File: src/rtl/core/block_bitmap_allocator_macros.svh
// assertion macros for the bitmap block allocator
// expects clk and arst_n in the scope of each use
`ifndef BLOCK_BITMAP_ALLOCATOR_MACROS_SVH
`define BLOCK_BITMAP_ALLOCATOR_MACROS_SVH

// property checked at every clock edge outside reset
`define BBA_ASSERT(label, prop, msg) \
	label: assert property (@(posedge clk) disable iff (!arst_n) (prop)) \
	else $error(msg);

// consequent checked in the cycle after the antecedent
`define BBA_ASSERT_NEXT(label, ante, cons, msg) \
	`BBA_ASSERT(label, (ante) |=> (cons), msg)

`endif

File: src/rtl/core/bba_bitmap_mem.sv
// bitmap store: one write port, one read port with registered data
// depends on nothing but its parameters
module bba_bitmap_mem #(
	parameter int DEPTH = 512,
	parameter int AW    = 9
) (
	input  logic          clk,
	input  logic          we,
	input  logic [AW-1:0] waddr,
	input  logic [7:0]    wdata,
	input  logic          re,
	input  logic [AW-1:0] raddr,
	output logic [7:0]    rdata
);

	logic [7:0] mem [DEPTH];

	// write port
	always_ff @(posedge clk) begin
		if (we) begin
			mem[waddr] <= wdata;
		end
	end

	// read port, data registered while re is high
	always_ff @(posedge clk) begin
		if (re) begin
			rdata <= mem[raddr];
		end
	end

endmodule

File: config.mk
export PLATFORM = sky130hd
export DESIGN_NAME = bba_bitmap_mem
export DESIGN_NICKNAME = d
export VERILOG_FILES = /design/src/rtl/core/block_bitmap_allocator_macros.svh /design/src/rtl/core/bba_bitmap_mem.sv
export SDC_FILE = /design/constraint.sdc
export NUM_CORES = 2
export LEC_CHECK = 0
export BUFFER_PORTS_ARGS = -buffer_cell sky130_fd_sc_hd__buf_4
export CORE_AREA = 5 5 683 685
export DETAILED_ROUTE_END_ITERATION = 10
export DIE_AREA = 0 0 688 690
export GPL_ROUTABILITY_DRIVEN = 0
export PLACE_DENSITY_LB_ADDON = 0.25
export SLEW_MARGIN = 20
export SYNTH_ARGS = -nofsm -noshare
export SYNTH_HDL_FRONTEND = slang
export SYNTH_SLANG_ARGS = --single-unit
File: constraint.sdc
create_clock -name clk -period 3.3 [get_ports clk]
set_input_delay 0.66 -clock clk [delete_from_list [all_inputs] [get_ports clk]]
set_output_delay 0.66 -clock clk [all_outputs]
set_load 0.005 [all_outputs]
==> out/qor.yml <==
status:
  status: "finished with violations"
  violations: "negative setup slack"
place:
  pre_cts_slack_ps: -1150
  hpwlAfterDp_um: 299000
  dp.cells: 15128
  portBuffers: 36
yosys:
  ys_async_sr_fraction_pct: 0
  yosysSeqAreaShare_pct: 77.0
  yosysTopAreaCell: "edfxtp_1"
  synth_seq_cells: 4104
  synthFlopType: "edfxtp_1"
  synth_nets: 8059
  synth.avg_cell_area_um2: 19.9
  ys_warn_count: 0
  syn_inst: 8030
  netlist.area_leader.share_pct: 77.0
  ys_top_cells_by_area: "edfxtp_1 (77%), mux4_2 (9.2%), mux2i_1 (5.0%)"
  syn-cell-area_um2: 160000
  synth_edf_count: 4104
  ys_types: 50
worst_hold_path:
  holdCritPathClass: "in2reg"
  hold_path_startpoint: "re"
  min_to: "rdata[7]"
  holdPathStages: 1
sta:
  setup_violations: 1
  holdWs_ps: 114
  finClkSkew_ps: 64.5
  slew_headroom_pct: 24.0
  tightest_slew_ps: 1130
  rsz0062_at_grt: "no"
  fmax_ghz: 0.293
  period_share_pct: 103
  timing.final.ws_setup_ps: -108
  drv_slew: 0
  min_period_ps: 3410
  hold_viol: 0
clock_tree:
  clock_path_buffers: 4
  clkTransAtPathRegs_ps: 60
  clkLatencyLatePin_ps: 990
  cts_made_buffers: 424
  cts.sinks: 4104
  cts_root_buf: "clkbuf_16"
  cts_setup_buffers: 0
  htree_levels: 5
  cts_tree: "done"
layout:
  fillers: 40074
  stdcell_count: 15914
  fin_util_pct: 41.8
  area_delta_synth_final_pct: 20.0
  drive_above_1_share_pct: 28.3
  fin_nets: 9436
floorplan:
  boundaryPins: 37
  die_y_um: 690
  start_util_pct: 34.9
  dieArea_um2: 475000
  core_um2: 459000
  rows: 249
  dieWidth_um: 688
detailed_routing:
  wl_met2_um: 224000
  wl_um: 458000
  drt-met1-wl_um: 193000
  first_iter_violations: 8781
  via_per_inst: 5.37
  drc: 0
  antenna_left: 0
  wl_met3_um: 28200
  vias: 85438
  wire_per_inst_um: 28.8
  highest_layer: "met5"
  drtPass1Iterations: 6
critical_path:
  worstReg2RegEnd: "rdata[5]"
  worst_setup_path_start_kind: "input port"
  cp_max_fo: 16
  r2r_start: "mem[266][5]"
  crit_arrival_ps: 4260
  rr_worst_depth: 10
  end_kind: "flop"
  critPathKind: "in2reg"
  reg2reg_slack_ps: 10
  crit_required_ps: 4150
grt:
  grt_pass1_wl_um: 652000
  grt_usage_pct: 18.8
  grt-ovfl-total: 0
  grt_pass1_vias: 86913
  grt_max_degree: 157
  antenna_found_initial: 21
power_and_ir_drop:
  seqPwrFrac_pct: 52.0
  p_int_mw: 86.5
  leakage_nw: 63.2
  p_sw_mw: 24.0
  netSwitchingFraction_pct: 21.7
  pwr-share-comb_pct: 5.6
  peakVddDrop_mv: 0.475
  power_density_nw_per_um2: 576
  totalPowerFinal_mw: 111
  clkPwrFrac_pct: 42.5
job:
  drv_cap: 0
## per-stage QoR
step	setup TNS [ps]	cell area, um2
floorplan	0	160000
CTS	0	192000
global placement	-8200	178000
detailed placement	-7280	178000
finish	-108	192000
global route	0	192000
## cells in the final DEF (no fill, tap or decap), drive strengths merged, types with 7 or more instances in the layout
cell / n
o221ai: 372
buf: 1461
nor3: 109
mux2i: 797
o41ai: 7
inv: 15
edfxtp: 4104
clkinv: 206
nand2: 111
diode: 8
bufinv: 39
o31ai: 13
a211oi: 17
a21oi: 194
nor2: 597
a22oi: 61
and2: 20
mux4: 654
o2111a: 8
nor4: 36
nor3b: 8
o21ai: 119
clkbuf: 511
nand3: 36
nand4: 32
o22ai: 163
clkinvlp: 9
## cell usage after synthesis (20+ instances only)
library cell,instances
nor2_1,597
mux2i_1,797
nand3_1,36
buf_4,70
and2_1,20
edfxtp_1,4104
nor3_1,109
o221ai_1,371
mux4_2,654
o21ai_0,118
a21oi_1,194
nand4_1,32
buf_6,64
clkbuf_1,265
nand2_1,111
buf_1,41
o22ai_1,163
a22oi_1,61
buf_2,57
nor4_1,36
## cell families (layout without fill, tap and decap cells)
logic type	count (synthesis)	after routing	share of synthesized area, %
DFF	4104	4104	77.0
buffers and inverters	516	2243	1.85
AOI/OAI and AO/OA	979	979	4.31
muxes	1451	1451	14.2
other	0	8	0
and+or+nand+nor	980	980	2.63
## registers in the layout, indices dropped and copies added, names as in the netlist
name   count
mem     4096
rdata      8
## power groups by stage
stage          logic, mW  clock network (mW)  registers, mW
6_report            6.16                46.9           57.5
5_1_grt             6.46                50.1           57.4
4_1_cts             6.22                47.9           57.5
3_5_place_dp        6.20                   0           58.6
3_3_place_gp        6.13                   0           58.6
2_1_floorplan       2.73                   0           58.5
## layer usage
metal	vias to the layer above	GRT usage, %
met4	2	4.88
met2	2927	31.1
met1	45637	26.1
li1	36297	-
met5	-	0
met3	575	2.70
## what timing repair did
| action | in CTS | in global routing |
|---|---|---|
| gates resized for setup | 2 | 5 |
| hold buffers | 2 | 0 |
| cloned | 0 | 0 |
| endpoints found under the setup margin | 2 | 4 |
| endpoints found under the hold margin | 25 | 0 |
## critical path, cell delays in order
cell and delay, ps:
buf_16 170, buf_12 230, buf_12 190, mux2i_1 100, o221ai_1 250, buf_4 180, a21oi_1 140, nor4_1 980
buf_4 250, nand4_1 120, nor4_2 490, buf_12 180, o2111a_1 170
## layout make-up
| type | instances | area (um2) | area share [%] |
|---|---|---|---|
| Tap cell | 6149 | 7690 | 4.01 |
| Clock buffer | 510 | 11000 | 5.73 |
| Clock inverter | 266 | 2570 | 1.34 |
| Antenna cell | 8 | 20.0 | 0.0104 |
| Multi-Input combinational cell | 3410 | 34100 | 17.7 |
| Timing Repair Buffer | 1464 | 13400 | 7.00 |
| Inverter | 3 | 18.8 | 0.00977 |
| Sequential cell | 4104 | 123000 | 64.2 |
## worst max path at each step
stage / from / to / slack (ps) / cells past startpoint
2_1_floorplan: raddr[0] / rdata[0] / 530 / 10
3_3_place_gp: raddr[0] / rdata[1] / -1670 / 11
3_5_place_dp: raddr[0] / rdata[0] / -1150 / 14
4_1_cts: raddr[1] / rdata[2] / 30 / 12
5_1_grt: raddr[0] / rdata[5] / 30 / 13
6_report: raddr[0] / rdata[5] / -110 / 13
(Power assumes the default switching activity.)
